<file path="src/sv/tga_pkg.sv">
// shared types and constants of the tga stream decoder
// used by the front, queue, back and top modules; no dependencies
package tga_pkg;

  typedef enum logic [1:0] {
    PH_HEADER,
    PH_ID,
    PH_PIXELS,
    PH_DRAIN
  } phase_e;

  localparam logic [1:0] KIND_HEADER = 2'd0;
  localparam logic [1:0] KIND_RUN    = 2'd1;
  localparam logic [1:0] KIND_STATUS = 2'd2;

  localparam logic [2:0] ST_OK          = 3'd0;
  localparam logic [2:0] ST_SHORT_HDR   = 3'd1;
  localparam logic [2:0] ST_UNSUPPORTED = 3'd2;
  localparam logic [2:0] ST_BAD_OFFSET  = 3'd3;
  localparam logic [2:0] ST_TRUNCATED   = 3'd4;
  localparam logic [2:0] ST_RUN_CUT     = 3'd5;
  localparam logic [2:0] ST_RAW_CUT     = 3'd6;
  localparam logic [2:0] ST_EARLY_END   = 3'd7;

  localparam logic [4:0] HDR_LAST = 5'd17;

  localparam logic [7:0] TYPE_TRUE = 8'd2;
  localparam logic [7:0] TYPE_GREY = 8'd3;
  localparam logic [7:0] TYPE_RLE  = 8'd10;

  localparam logic [7:0] BPP_8  = 8'd8;
  localparam logic [7:0] BPP_24 = 8'd24;
  localparam logic [7:0] BPP_32 = 8'd32;

  localparam logic [7:0] TOP_ORIGIN_BIT = 8'h20;

  // one word of the queue: the results caused by one input byte
  typedef struct packed {
    logic [1:0]  a_kind;
    logic [2:0]  a_status;
    logic [31:0] texel;
    logic [7:0]  len;
    logic        has_b;
    logic [2:0]  b_status;
    logic [15:0] width;
    logic [15:0] height;
    logic        top;
  } entry_t;

endpackage

</file>
<file path="src/sv/tga_front.sv">
// front part: header parsing, format checks and packet / pixel assembly
// depends on tga_pkg; emits one queue word per byte that causes results
module tga_front (
  input  logic              clk_i,
  input  logic              rst_ni,
  input  logic              accept_i,
  input  logic [7:0]        data_byte_i,
  input  logic              end_of_file_i,
  output logic              push_o,
  output tga_pkg::entry_t   entry_o
);

  tga_pkg::phase_e phase_q, phase_d;
  logic [4:0]  hdr_idx_q, hdr_idx_d;
  logic [7:0]  id_left_q, id_left_d;
  logic [7:0]  kind_q, kind_d;
  logic [7:0]  bpp_q, bpp_d;
  logic        top_q, top_d;
  logic        cmap_q, cmap_d;
  logic [15:0] width_q, width_d;
  logic [15:0] height_q, height_d;
  logic [31:0] pix_left_q, pix_left_d;
  logic [7:0]  pkt_left_q, pkt_left_d;
  logic        pkt_run_q, pkt_run_d;
  logic [1:0]  byte_idx_q, byte_idx_d;
  logic [23:0] asm_q, asm_d;

  logic        has_a;
  logic        fmt_ok;
  logic        rle;
  logic        done_px;
  logic [7:0]  r, g, bl, al;
  logic [7:0]  run_len;
  logic [2:0]  st;
  logic        st_valid;

  assign rle = (kind_q == tga_pkg::TYPE_RLE);

  always_comb begin
    phase_d    = phase_q;
    hdr_idx_d  = hdr_idx_q;
    id_left_d  = id_left_q;
    kind_d     = kind_q;
    bpp_d      = bpp_q;
    top_d      = top_q;
    cmap_d     = cmap_q;
    width_d    = width_q;
    height_d   = height_q;
    pix_left_d = pix_left_q;
    pkt_left_d = pkt_left_q;
    pkt_run_d  = pkt_run_q;
    byte_idx_d = byte_idx_q;
    asm_d      = asm_q;
    has_a      = 1'b0;
    st         = tga_pkg::ST_OK;
    st_valid   = 1'b0;
    entry_o    = '0;
    fmt_ok     = 1'b0;
    done_px    = 1'b0;
    r  = 8'd0;
    g  = 8'd0;
    bl = 8'd0;
    al = 8'hff;
    run_len = 8'd1;

    unique case (phase_q)
      tga_pkg::PH_HEADER: begin
        unique case (hdr_idx_q)
          5'd0:  id_left_d = data_byte_i;
          5'd1:  cmap_d = (data_byte_i != 8'd0);
          5'd2:  kind_d = data_byte_i;
          5'd12: width_d = {width_q[15:8], data_byte_i};
          5'd13: width_d = {data_byte_i, width_q[7:0]};
          5'd14: height_d = {height_q[15:8], data_byte_i};
          5'd15: height_d = {data_byte_i, height_q[7:0]};
          5'd16: bpp_d = data_byte_i;
          5'd17: top_d = ((data_byte_i & tga_pkg::TOP_ORIGIN_BIT) != 8'd0);
          default: ;
        endcase
        hdr_idx_d = hdr_idx_q + 5'd1;
        if (hdr_idx_q >= tga_pkg::HDR_LAST) begin
          fmt_ok = !cmap_q && (width_q != 16'd0) && (height_q != 16'd0) &&
                   (kind_q == tga_pkg::TYPE_TRUE || kind_q == tga_pkg::TYPE_GREY ||
                    kind_q == tga_pkg::TYPE_RLE) &&
                   (bpp_q == tga_pkg::BPP_8 || bpp_q == tga_pkg::BPP_24 ||
                    bpp_q == tga_pkg::BPP_32);
          if (!fmt_ok) begin
            st_valid = 1'b1;
            st       = tga_pkg::ST_UNSUPPORTED;
            phase_d  = tga_pkg::PH_DRAIN;
          end else begin
            has_a           = 1'b1;
            entry_o.a_kind  = tga_pkg::KIND_HEADER;
            pix_left_d      = 32'(width_q) * 32'(height_q);
            phase_d         = (id_left_q != 8'd0) ? tga_pkg::PH_ID : tga_pkg::PH_PIXELS;
            if (end_of_file_i) begin
              st_valid = 1'b1;
              st       = tga_pkg::ST_BAD_OFFSET;
            end
          end
        end else if (end_of_file_i) begin
          st_valid = 1'b1;
          st       = tga_pkg::ST_SHORT_HDR;
        end
      end
      tga_pkg::PH_ID: begin
        id_left_d = id_left_q - 8'd1;
        if (id_left_d == 8'd0) phase_d = tga_pkg::PH_PIXELS;
        if (end_of_file_i) begin
          st_valid = 1'b1;
          st       = tga_pkg::ST_BAD_OFFSET;
        end
      end
      tga_pkg::PH_PIXELS: begin
        if (rle && pkt_left_q == 8'd0) begin
          pkt_left_d = {1'b0, data_byte_i[6:0]} + 8'd1;
          pkt_run_d  = data_byte_i[7];
          if (end_of_file_i) begin
            st_valid = 1'b1;
            st       = data_byte_i[7] ? tga_pkg::ST_RUN_CUT : tga_pkg::ST_RAW_CUT;
          end
        end else begin
          done_px = ({3'd0, byte_idx_q} + 5'd1) >= bpp_q[7:3];
          if (done_px) begin
            if (bpp_q == tga_pkg::BPP_8) begin
              r  = data_byte_i;
              g  = data_byte_i;
              bl = data_byte_i;
            end else if (bpp_q == tga_pkg::BPP_24) begin
              bl = asm_q[7:0];
              g  = asm_q[15:8];
              r  = data_byte_i;
            end else begin
              bl = asm_q[7:0];
              g  = asm_q[15:8];
              r  = asm_q[23:16];
              al = data_byte_i;
            end
            byte_idx_d = 2'd0;
            asm_d      = 24'd0;
            if (rle && pkt_run_q) begin
              run_len    = ({24'd0, pkt_left_q} < pix_left_q) ? pkt_left_q : pix_left_q[7:0];
              pkt_left_d = 8'd0;
            end else begin
              run_len = 8'd1;
              if (rle) pkt_left_d = pkt_left_q - 8'd1;
            end
            has_a          = 1'b1;
            entry_o.a_kind = tga_pkg::KIND_RUN;
            entry_o.texel  = {al, bl, g, r};
            entry_o.len    = run_len;
            pix_left_d     = pix_left_q - {24'd0, run_len};
            if (pix_left_d == 32'd0) begin
              st_valid = 1'b1;
              st       = tga_pkg::ST_OK;
              phase_d  = tga_pkg::PH_DRAIN;
            end else if (end_of_file_i) begin
              st_valid = 1'b1;
              st = !rle ? tga_pkg::ST_TRUNCATED :
                   ((pkt_left_d != 8'd0) ? tga_pkg::ST_RAW_CUT : tga_pkg::ST_EARLY_END);
            end
          end else begin
            case (byte_idx_q)
              2'd0:    asm_d = asm_q | {16'd0, data_byte_i};
              2'd1:    asm_d = asm_q | {8'd0, data_byte_i, 8'd0};
              2'd2:    asm_d = asm_q | {data_byte_i, 16'd0};
              default: asm_d = asm_q;
            endcase
            byte_idx_d = byte_idx_q + 2'd1;
            if (end_of_file_i) begin
              st_valid = 1'b1;
              st = !rle ? tga_pkg::ST_TRUNCATED :
                   (pkt_run_q ? tga_pkg::ST_RUN_CUT : tga_pkg::ST_RAW_CUT);
            end
          end
        end
      end
      tga_pkg::PH_DRAIN: ;
      default: ;
    endcase

    // a status alone goes into the first slot, after a result into the second
    if (st_valid) begin
      if (has_a) begin
        entry_o.has_b    = 1'b1;
        entry_o.b_status = st;
      end else begin
        entry_o.a_kind   = tga_pkg::KIND_STATUS;
        entry_o.a_status = st;
      end
    end
    entry_o.width  = width_d;
    entry_o.height = height_d;
    entry_o.top    = top_d;
    push_o = accept_i && (has_a || st_valid);

    if (end_of_file_i) begin
      phase_d    = tga_pkg::PH_HEADER;
      hdr_idx_d  = 5'd0;
      id_left_d  = 8'd0;
      kind_d     = 8'd0;
      bpp_d      = 8'd0;
      top_d      = 1'b0;
      cmap_d     = 1'b0;
      width_d    = 16'd0;
      height_d   = 16'd0;
      pix_left_d = 32'd0;
      pkt_left_d = 8'd0;
      pkt_run_d  = 1'b0;
      byte_idx_d = 2'd0;
      asm_d      = 24'd0;
    end
  end

  always_ff @(posedge clk_i or negedge rst_ni) begin
    if (!rst_ni) begin
      phase_q    <= tga_pkg::PH_HEADER;
      hdr_idx_q  <= 5'd0;
      id_left_q  <= 8'd0;
      kind_q     <= 8'd0;
      bpp_q      <= 8'd0;
      top_q      <= 1'b0;
      cmap_q     <= 1'b0;
      width_q    <= 16'd0;
      height_q   <= 16'd0;
      pix_left_q <= 32'd0;
      pkt_left_q <= 8'd0;
      pkt_run_q  <= 1'b0;
      byte_idx_q <= 2'd0;
      asm_q      <= 24'd0;
    end else if (accept_i) begin
      phase_q    <= phase_d;
      hdr_idx_q  <= hdr_idx_d;
      id_left_q  <= id_left_d;
      kind_q     <= kind_d;
      bpp_q      <= bpp_d;
      top_q      <= top_d;
      cmap_q     <= cmap_d;
      width_q    <= width_d;
      height_q   <= height_d;
      pix_left_q <= pix_left_d;
      pkt_left_q <= pkt_left_d;
      pkt_run_q  <= pkt_run_d;
      byte_idx_q <= byte_idx_d;
      asm_q      <= asm_d;
    end
  end

endmodule

</file>
<file path="src/sv/tga_queue.sv">
// two-word queue between the front and the back part
// depends on tga_pkg for the word type
module tga_queue (
  input  logic            clk_i,
  input  logic            rst_ni,
  input  logic            push_i,
  input  tga_pkg::entry_t entry_i,
  output logic            full_o,
  input  logic            pop_i,
  output logic            empty_o,
  output tga_pkg::entry_t head_o
);

  tga_pkg::entry_t mem_q [2];
  logic       wr_ptr_q, rd_ptr_q;
  logic [1:0] count_q;

  assign full_o  = (count_q == 2'd2);
  assign empty_o = (count_q == 2'd0);
  assign head_o  = mem_q[rd_ptr_q];

  always_ff @(posedge clk_i) begin
    if (push_i) mem_q[wr_ptr_q] <= entry_i;
  end

  always_ff @(posedge clk_i or negedge rst_ni) begin
    if (!rst_ni) begin
      wr_ptr_q <= 1'b0;
      rd_ptr_q <= 1'b0;
      count_q  <= 2'd0;
    end else begin
      if (push_i) wr_ptr_q <= ~wr_ptr_q;
      if (pop_i) rd_ptr_q <= ~rd_ptr_q;
      count_q <= count_q + {1'b0, push_i} - {1'b0, pop_i};
    end
  end

endmodule

</file>
<file path="src/sv/tga_back.sv">
// back part: position tracking, run division and the output register
// depends on tga_pkg; pops words from tga_queue
module tga_back (
  input  logic            clk_i,
  input  logic            rst_ni,
  input  logic            empty_i,
  input  tga_pkg::entry_t head_i,
  output logic            pop_o,
  output logic            out_valid_o,
  input  logic            out_stall_i,
  output logic [1:0]      item_kind_o,
  output logic [31:0]     texel_o,
  output logic [15:0]     start_x_o,
  output logic [15:0]     start_y_o,
  output logic [7:0]      run_length_o,
  output logic            rows_descend_o,
  output logic [15:0]     image_width_o,
  output logic [15:0]     image_height_o,
  output logic [2:0]      status_o,
  output logic            last_of_step_o
);

  logic        valid_q;
  logic        sel_q, sel_d;
  logic [1:0]  kind_q, kind_d;
  logic [31:0] texel_q, texel_d;
  logic [15:0] x_q, x_d, y_q, y_d;
  logic [7:0]  len_q, len_d;
  logic        desc_q, desc_d;
  logic [15:0] w_q, w_d, h_q, h_d;
  logic [2:0]  st_q, st_d;
  logic        last_q, last_d;

  logic [15:0] col_q, col_d, row_q, row_d;
  logic        busy_q, busy_d;
  logic [23:0] rem_q, rem_d;
  logic [15:0] dvs_q, dvs_d;
  logic [7:0]  quo_q, quo_d;
  logic [2:0]  step_q, step_d;

  logic        can_load, load;
  logic [23:0] shifted;
  logic [16:0] total1;

  assign can_load = !valid_q || !out_stall_i;
  assign shifted  = {8'd0, dvs_q} << step_q;
  assign total1   = {1'b0, col_q} + 17'd1;

  always_comb begin
    sel_d  = sel_q;
    kind_d = kind_q;  texel_d = texel_q; x_d = x_q; y_d = y_q; len_d = len_q;
    desc_d = desc_q;  w_d = w_q; h_d = h_q; st_d = st_q; last_d = last_q;
    col_d  = col_q;   row_d = row_q;
    busy_d = busy_q;  rem_d = rem_q; dvs_d = dvs_q; quo_d = quo_q; step_d = step_q;
    pop_o  = 1'b0;
    load   = 1'b0;

    // restoring division of the run end by the width, one quotient bit a cycle
    if (busy_q) begin
      if (rem_q >= shifted) begin
        rem_d = rem_q - shifted;
        quo_d = quo_q | (8'd1 << step_q);
      end
      step_d = step_q - 3'd1;
      if (step_q == 3'd0) begin
        busy_d = 1'b0;
        col_d  = rem_d[15:0];
        row_d  = row_q + {8'd0, quo_d};
      end
    end

    if (!empty_i && can_load) begin
      desc_d = !head_i.top;
      w_d    = head_i.width;
      h_d    = head_i.height;
      if (sel_q) begin
        load   = 1'b1;
        kind_d = tga_pkg::KIND_STATUS;
        texel_d = 32'd0; x_d = 16'd0; y_d = 16'd0; len_d = 8'd0;
        st_d   = head_i.b_status;
        last_d = 1'b1;
        sel_d  = 1'b0;
        pop_o  = 1'b1;
      end else if (!busy_q) begin
        load    = 1'b1;
        kind_d  = head_i.a_kind;
        texel_d = 32'd0; x_d = 16'd0; y_d = 16'd0; len_d = 8'd0;
        st_d    = head_i.a_status;
        last_d  = !head_i.has_b;
        if (head_i.has_b) sel_d = 1'b1;
        else pop_o = 1'b1;
        if (head_i.a_kind == tga_pkg::KIND_HEADER) begin
          col_d = 16'd0;
          row_d = 16'd0;
        end else if (head_i.a_kind == tga_pkg::KIND_RUN) begin
          texel_d = head_i.texel;
          len_d   = head_i.len;
          x_d     = col_q;
          y_d     = head_i.top ? row_q : (head_i.height - 16'd1 - row_q);
          st_d    = tga_pkg::ST_OK;
          if (head_i.len == 8'd1) begin
            if (total1 == {1'b0, head_i.width}) begin
              col_d = 16'd0;
              row_d = row_q + 16'd1;
            end else begin
              col_d = total1[15:0];
            end
          end else begin
            busy_d = 1'b1;
            rem_d  = {8'd0, col_q} + {16'd0, head_i.len};
            dvs_d  = head_i.width;
            quo_d  = 8'd0;
            step_d = 3'd7;
          end
        end
      end
    end
  end

  always_ff @(posedge clk_i or negedge rst_ni) begin
    if (!rst_ni) begin
      valid_q <= 1'b0;
      sel_q   <= 1'b0;
      busy_q  <= 1'b0;
      col_q   <= 16'd0;
      row_q   <= 16'd0;
      step_q  <= 3'd0;
    end else begin
      if (load) valid_q <= 1'b1;
      else if (!out_stall_i) valid_q <= 1'b0;
      sel_q  <= sel_d;
      busy_q <= busy_d;
      col_q  <= col_d;
      row_q  <= row_d;
      step_q <= step_d;
    end
  end

  always_ff @(posedge clk_i) begin
    rem_q <= rem_d;
    dvs_q <= dvs_d;
    quo_q <= quo_d;
    if (load) begin
      kind_q  <= kind_d;
      texel_q <= texel_d;
      x_q     <= x_d;
      y_q     <= y_d;
      len_q   <= len_d;
      desc_q  <= desc_d;
      w_q     <= w_d;
      h_q     <= h_d;
      st_q    <= st_d;
      last_q  <= last_d;
    end
  end

  assign out_valid_o    = valid_q;
  assign item_kind_o    = kind_q;
  assign texel_o        = texel_q;
  assign start_x_o      = x_q;
  assign start_y_o      = y_q;
  assign run_length_o   = len_q;
  assign rows_descend_o = desc_q;
  assign image_width_o  = w_q;
  assign image_height_o = h_q;
  assign status_o       = st_q;
  assign last_of_step_o = last_q;

endmodule

</file>
<file path="src/sv/tga_image_stream_decoder.sv">
// top level of the tga stream decoder
// depends on tga_pkg, tga_front, tga_queue and tga_back
//
// usage
// - input channel: one file byte per word (data_byte_i, end_of_file_i on the
//   last byte), in_valid_i / in_stall_o; a word moves when valid is high and
//   stall is low
// - output channel: one result per word, out_valid_o / out_stall_i, fields
//   as separate ports; a byte gives zero, one or two results
// - the front part takes one byte a cycle while the two-word queue has room;
//   header, id, raw pixel and single-pixel bytes sustain one byte per cycle
// - a run longer than one pixel starts a division of the run end by the
//   width in the back part; the next run result waits for it, so a file
//   with many such runs holds the input back once the queue fills
// - a byte's first result is held in the queue, then in the output register
// - reset clears the parser, the queue and the output register; the decoder
//   then expects the first header byte
// - when the receiver stalls, the output word holds, the queue fills and
//   in_stall_o rises; no result is lost or repeated
// - after a byte with end_of_file_i set the parser returns to the header
//   phase at once, while older results still drain from the queue
module tga_image_stream_decoder (
  input  logic        clk_i,
  input  logic        rst_ni,
  input  logic        in_valid_i,
  output logic        in_stall_o,
  input  logic [7:0]  data_byte_i,
  input  logic        end_of_file_i,
  output logic        out_valid_o,
  input  logic        out_stall_i,
  output logic [1:0]  item_kind_o,
  output logic [31:0] texel_o,
  output logic [15:0] start_x_o,
  output logic [15:0] start_y_o,
  output logic [7:0]  run_length_o,
  output logic        rows_descend_o,
  output logic [15:0] image_width_o,
  output logic [15:0] image_height_o,
  output logic [2:0]  status_o,
  output logic        last_of_step_o
);

  logic            q_full, q_empty, push, pop, accept;
  tga_pkg::entry_t push_entry, head_entry;

  // stall only on a full queue, so a byte is taken while a result waits
  assign in_stall_o = q_full;
  assign accept     = in_valid_i && !q_full;

  tga_front u_front (
    .clk_i        (clk_i),
    .rst_ni       (rst_ni),
    .accept_i     (accept),
    .data_byte_i  (data_byte_i),
    .end_of_file_i(end_of_file_i),
    .push_o       (push),
    .entry_o      (push_entry)
  );

  tga_queue u_queue (
    .clk_i  (clk_i),
    .rst_ni (rst_ni),
    .push_i (push),
    .entry_i(push_entry),
    .full_o (q_full),
    .pop_i  (pop),
    .empty_o(q_empty),
    .head_o (head_entry)
  );

  tga_back u_back (
    .clk_i         (clk_i),
    .rst_ni        (rst_ni),
    .empty_i       (q_empty),
    .head_i        (head_entry),
    .pop_o         (pop),
    .out_valid_o   (out_valid_o),
    .out_stall_i   (out_stall_i),
    .item_kind_o   (item_kind_o),
    .texel_o       (texel_o),
    .start_x_o     (start_x_o),
    .start_y_o     (start_y_o),
    .run_length_o  (run_length_o),
    .rows_descend_o(rows_descend_o),
    .image_width_o (image_width_o),
    .image_height_o(image_height_o),
    .status_o      (status_o),
    .last_of_step_o(last_of_step_o)
  );

endmodule

</file>
<file path="config.mk">
export PLATFORM = sky130hd
export DESIGN_NAME = tga_image_stream_decoder
export DESIGN_NICKNAME = d
export VERILOG_FILES = /design/src/sv/tga_pkg.sv /design/src/sv/tga_front.sv /design/src/sv/tga_queue.sv /design/src/sv/tga_back.sv /design/src/sv/tga_image_stream_decoder.sv
export SDC_FILE = /design/constraint.sdc
export NUM_CORES = 2
export LEC_CHECK = 0
export BUFFER_PORTS_ARGS = -buffer_cell sky130_fd_sc_hd__buf_2
export CORE_ASPECT_RATIO = 0.75
export CORE_UTILIZATION = 29
export CTS_BUF_LIST = sky130_fd_sc_hd__clkbuf_8
export DETAILED_ROUTE_END_ITERATION = 7
export MAX_ROUTING_LAYER = met4
export PLACE_DENSITY = 0.45
export REMOVE_ABC_BUFFERS = 1
export SYNTH_ARGS = -nofsm -noshare
export SYNTH_HDL_FRONTEND = slang
export SYNTH_SLANG_ARGS = --single-unit
export TNS_END_PERCENT = 10
</file>
<file path="constraint.sdc">
create_clock -name clk_i -period 23.6 [get_ports clk_i]
set_clock_uncertainty 0.15 [all_clocks]
set_input_delay 1.18 -clock clk_i [delete_from_list [all_inputs] [get_ports clk_i]]
set_output_delay 1.18 -clock clk_i [all_outputs]
set_load 0.01 [all_outputs]
</file>
==> report_table.html <==
<table>
<tr><th>Metric</th><th>Value</th></tr>
<tr><th colspan="2">STA</th></tr>
<tr><td>Fin worst setup slack</td><td>16,210 ps</td></tr>
<tr><td>Setup TNS Final</td><td>0 ps</td></tr>
<tr><td>Final Setup Violations</td><td>0</td></tr>
<tr><td>Fmax achieved</td><td>135.4 MHz</td></tr>
<tr><td>Final critical delay including setup and external delays</td><td>7388 ps</td></tr>
<tr><td>Worst relative slew slack</td><td>19.78%</td></tr>
<tr><td>Number of pins with negative max-slew slack in the final report</td><td>0</td></tr>
<tr><td>Final Cycle Share</td><td>31.30%</td></tr>
<tr><td>Unrepaired setup endpoints after global routing</td><td>no</td></tr>
<tr><td>Final Hold Violating Endpoints</td><td>0</td></tr>
<tr><td>Worst Tran Pin Value</td><td>1202 ps</td></tr>
<tr><th colspan="2">Cells and area</th></tr>
<tr><td>Fillcell total</td><td>12,580</td></tr>
<tr><td>Most used cells in the layout excluding fill and tap cells</td><td>425 x nand2_1, 335 x inv_1, 291 x edfxtp_1</td></tr>
<tr><td>Area added between synthesis and finish</td><td>11.84%</td></tr>
<tr><td>Most common cell after layout, fill and taps aside</td><td>nand2_1</td></tr>
<tr><td>Fin nets</td><td>4,087</td></tr>
<tr><td>Share of layout cells above drive strength 1</td><td>10.92%</td></tr>
<tr><th colspan="2">Clock tree</th></tr>
<tr><td>Insertion delay to the later sink of the worst-skew pair</td><td>790 ps</td></tr>
<tr><td>TritonCTS buffer count</td><td>88</td></tr>
<tr><td>Sinks on Clock Net</td><td>497</td></tr>
<tr><td>Level count of the clock H-tree</td><td>3</td></tr>
<tr><td>CTS max path bufs</td><td>3</td></tr>
<tr><td>Reg clk slew, reported paths</td><td>70 ps</td></tr>
<tr><td>Resized cells post-CTS</td><td>0</td></tr>
<tr><td>Post-CTS setup repair buffer count</td><td>0</td></tr>
<tr><td>Clock tree from TritonCTS</td><td>done</td></tr>
<tr><td>Root Buffer Master</td><td>clkbuf_8</td></tr>
<tr><td>Hold_buf cts</td><td>0</td></tr>
<tr><th colspan="2">Floorplanning</th></tr>
<tr><td>Cell row count</td><td>110</td></tr>
<tr><td>Initial core utilization</td><td>29.40%</td></tr>
<tr><td>Placeable core region</td><td>120,600 µm²</td></tr>
<tr><td>Die area</td><td>123,700 µm²</td></tr>
<tr><td>Floorplan die height</td><td>304.8 µm</td></tr>
<tr><td>I/O pin cnt</td><td>126</td></tr>
<tr><td>Width of the die</td><td>405.7 µm</td></tr>
<tr><th colspan="2">Setup path</th></tr>
<tr><td>Type of origin of the critical path</td><td>register</td></tr>
<tr><td>RR Endpoint</td><td>u_back.row_q[13]</td></tr>
<tr><td>Depth of the most critical reg-to-reg path</td><td>28</td></tr>
<tr><td>Max FO, Critical Path</td><td>28</td></tr>
<tr><td>Critical path endpoint category</td><td>register</td></tr>
<tr><td>Register-to-register setup slack</td><td>16,210 ps</td></tr>
<tr><td>FF-to-FF Start</td><td>u_back.step_q[0]</td></tr>
<tr><td>Data required time of the critical path</td><td>24,110 ps</td></tr>
<tr><td>Data arrival time at the worst-slack endpoint</td><td>7900 ps</td></tr>
<tr><td>Worst path max stage delay</td><td>570 ps</td></tr>
<tr><td>Slowest cell on crit path</td><td>dfrtp_1</td></tr>
<tr><td>Worst Path Class, Setup</td><td>reg -&gt; reg</td></tr>
<tr><th colspan="2">Yosys</th></tr>
<tr><td>Syn Area/Cell</td><td>9.806 µm²</td></tr>
<tr><td>Number of flip-flops and latches in the synthesized netlist</td><td>497</td></tr>
<tr><td>Number of library cell types mapped by synthesis</td><td>101</td></tr>
<tr><td>XOR/XNOR Fraction of Synth Area</td><td>3.247%</td></tr>
<tr><td>Number of enable flip-flop cells after synthesis</td><td>291</td></tr>
<tr><td>Gate count of the mapped netlist</td><td>3,615</td></tr>
<tr><td>Main synth FF type</td><td>edfxtp_1</td></tr>
<tr><td>Register area share after synthesis</td><td>38.74%</td></tr>
<tr><td>Area fraction in compound gates after synthesis</td><td>13.50%</td></tr>
<tr><td>Post-synthesis adder-cell area fraction</td><td>18.44%</td></tr>
<tr><td>Mux cell area share after synthesis</td><td>4.708%</td></tr>
<tr><td>Simple-gate area share of the yosys netlist</td><td>15.71%</td></tr>
<tr><td>Share of synthesized flip-flops with an asynchronous set or reset</td><td>35.01%</td></tr>
<tr><td>Cell area after synthesis</td><td>35,450 µm²</td></tr>
<tr><td>Number of warnings issued by yosys</td><td>0</td></tr>
<tr><td>Dominant combinational cell family by area after synthesis</td><td>adder cells</td></tr>
<tr><th colspan="2">Placed design</th></tr>
<tr><td>Port-buffer cells</td><td>125</td></tr>
<tr><td>HPWL after detailed placement</td><td>82.42 mm</td></tr>
<tr><td>Worst slack at placement</td><td>16,260 ps</td></tr>
<tr><td>Routability Congestion</td><td>0.9074</td></tr>
<tr><th colspan="2">Global route</th></tr>
<tr><td>Pin count of the biggest net entering global routing</td><td>70</td></tr>
<tr><td>Global route total overflow</td><td>0</td></tr>
<tr><td>Wire length of the first global-routing pass</td><td>167.8 mm</td></tr>
<tr><td>Vias in the first global route</td><td>25,890</td></tr>
<tr><td>Gr usage total</td><td>18.39%</td></tr>
<tr><td>Number of antenna violations at the first check in global routing</td><td>4</td></tr>
<tr><th colspan="2">Power</th></tr>
<tr><td>Peak ir drop on the vdd network</td><td>0.07016 mV</td></tr>
<tr><td>P per Cell Area</td><td>127.2 nW/µm²</td></tr>
<tr><td>Overall power</td><td>0.005045 W</td></tr>
<tr><td>Leak pwr</td><td>17.02 nW</td></tr>
<tr><th colspan="2">Detailed routing</th></tr>
<tr><td>Iteration-0 DRC Markers</td><td>2,123</td></tr>
<tr><td>DR vias/cell</td><td>5.048</td></tr>
<tr><td>Post-detailed-route DRC marker count</td><td>0</td></tr>
<tr><td>Number of iterations in the first detailed-routing pass</td><td>6</td></tr>
<tr><td>Routed wirelength normalized by instance count</td><td>20.66 µm</td></tr>
<tr><td>Antenna Violating Nets Remaining</td><td>0</td></tr>
<tr><td>Total Wirelength</td><td>111.0 mm</td></tr>
<tr><td>Detailed-route via count</td><td>27,130</td></tr>
<tr><th colspan="2">Outcome</th></tr>
<tr><td>Run status</td><td>completed</td></tr>
<tr><th colspan="2">Min path</th></tr>
<tr><td>Class of the worst hold path</td><td>in -&gt; async</td></tr>
<tr><th colspan="2">Flow run</th></tr>
<tr><td>Total of max-cap violations</td><td>0</td></tr>
</table>
how the worst max path moves through the flow:
stage | from | to | slack [ps] | cells after the start
detailed placement | u_back.step_q[0] | u_back.row_q[13] | 16260 | 28
global route | u_back.step_q[0] | u_back.row_q[13] | 15660 | 28
CTS | u_back.step_q[0] | u_back.row_q[13] | 16240 | 28
floorplan | out_stall_i | u_queue.count_q[0] | 15370 | 7
finish | u_back.step_q[0] | u_back.row_q[13] | 16210 | 28
global placement | u_back.step_q[0] | u_back.row_q[13] | 16280 | 28
worst max-delay path: cells and delay by family, from the launching register on:
family	cells	cell delay (ps)
compound gates	13	3360
flops	1	570
simple gates	7	1310
buf+inv	5	890
fa+ha+maj	3	970
kinds of logic after synthesis:
kind of cell / Yosys count
AO/OA/AOI/OAI: 748
multiplexers: 151
adder cells (fa/ha/maj): 403
buffers and inverters: 521
XOR/XNOR: 129
AND/OR/NAND/NOR: 1166
flip-flops: 497
synth_stat cells (all sizes together) (16+ instances only):
cell	instances	area, µm²
dfrtp	174	4354
mux2i	98	1001
and2	105	656.9
nand2b	30	187.7
a21o	44	330.3
nand3	50	260.3
dfxtp	32	640.6
mux2	47	533.0
o21a	20	150.1
xor2	58	515.5
o21ai	190	954.7
fa	199	3984
nor3	79	400.4
nor2b	28	175.2
o22ai	16	100.1
buf	36	185.2
xnor2	70	613.1
nor4	30	230.2
o31ai	21	157.7
nor2	279	1047
or3	23	143.9
clkbuf	167	626.9
ha	204	2552
a21oi	227	1147
nand2	426	1599
a31oi	26	162.7
inv	318	1194
and3	36	225.2
nand4	24	156.4
o211ai	18	135.1
a22o	36	315.3
edfxtp	291	8738
through the flow:
stage | instance area, µm² | util [%] | instances | hold WS [ps]
finish | 39650 | 32.88 | 5373 | 287.1
CTS | 39630 | 32.87 | 5368 | 241.6
floorplan | 34640 | - | 3412 | 300.8
global placement | 37690 | 31.26 | 5205 | 311.3
detailed placement | 37690 | 31.26 | 5205 | 319.6
global route | 39640 | 32.88 | 5371 | 282.4
routing by layer:
metal	part of all wire [%]	GRT usage [%]	vias to the layer above
met5	0	-	-
met4	1.6	3.817	0
met3	7.1	4.366	137
met2	39	23.18	770
met1	53	28.83	13480
li1	-	-	12740
cell type report:
class	count	area, µm²	area share (%)
diodes	5	12.51	0.03156
clock buffers	104	1431	3.610
clock inverters	59	509.2	1.284
inverters	318	1194	3.011
multi-input cells	2597	19770	49.86
flip-flops and latches	497	13740	34.65
well taps	1624	2032	5.125
repair buffers	169	964.7	2.433
power breakdown:
group | total, W | switching, W | internal [W]
clock network | 0.000901 | 0.000408 | 0.000494
logic | 0.00259 | 0.00164 | 0.000947
registers | 0.00155 | 0.000264 | 0.00129
registers in the layout (all words and copies together) (netlist names), 16 cells and up:
| name | count |
|---|---|
| u_front.asm_q | 24 |
| u_back.col_q | 16 |
| u_back.texel_o | 32 |
| u_back.row_q | 16 |
| u_front.height_q | 16 |
| u_back.image_height_o | 16 |
| u_back.start_y_o | 16 |
| u_back.rem_q | 24 |
| u_back.start_x_o | 16 |
| u_back.dvs_q | 16 |
| u_front.width_q | 16 |
| u_front.pix_left_q | 32 |
| u_back.image_width_o | 16 |
| u_queue.mem_q | 164 |
Note: power is estimated with default switching activity, not from simulation.
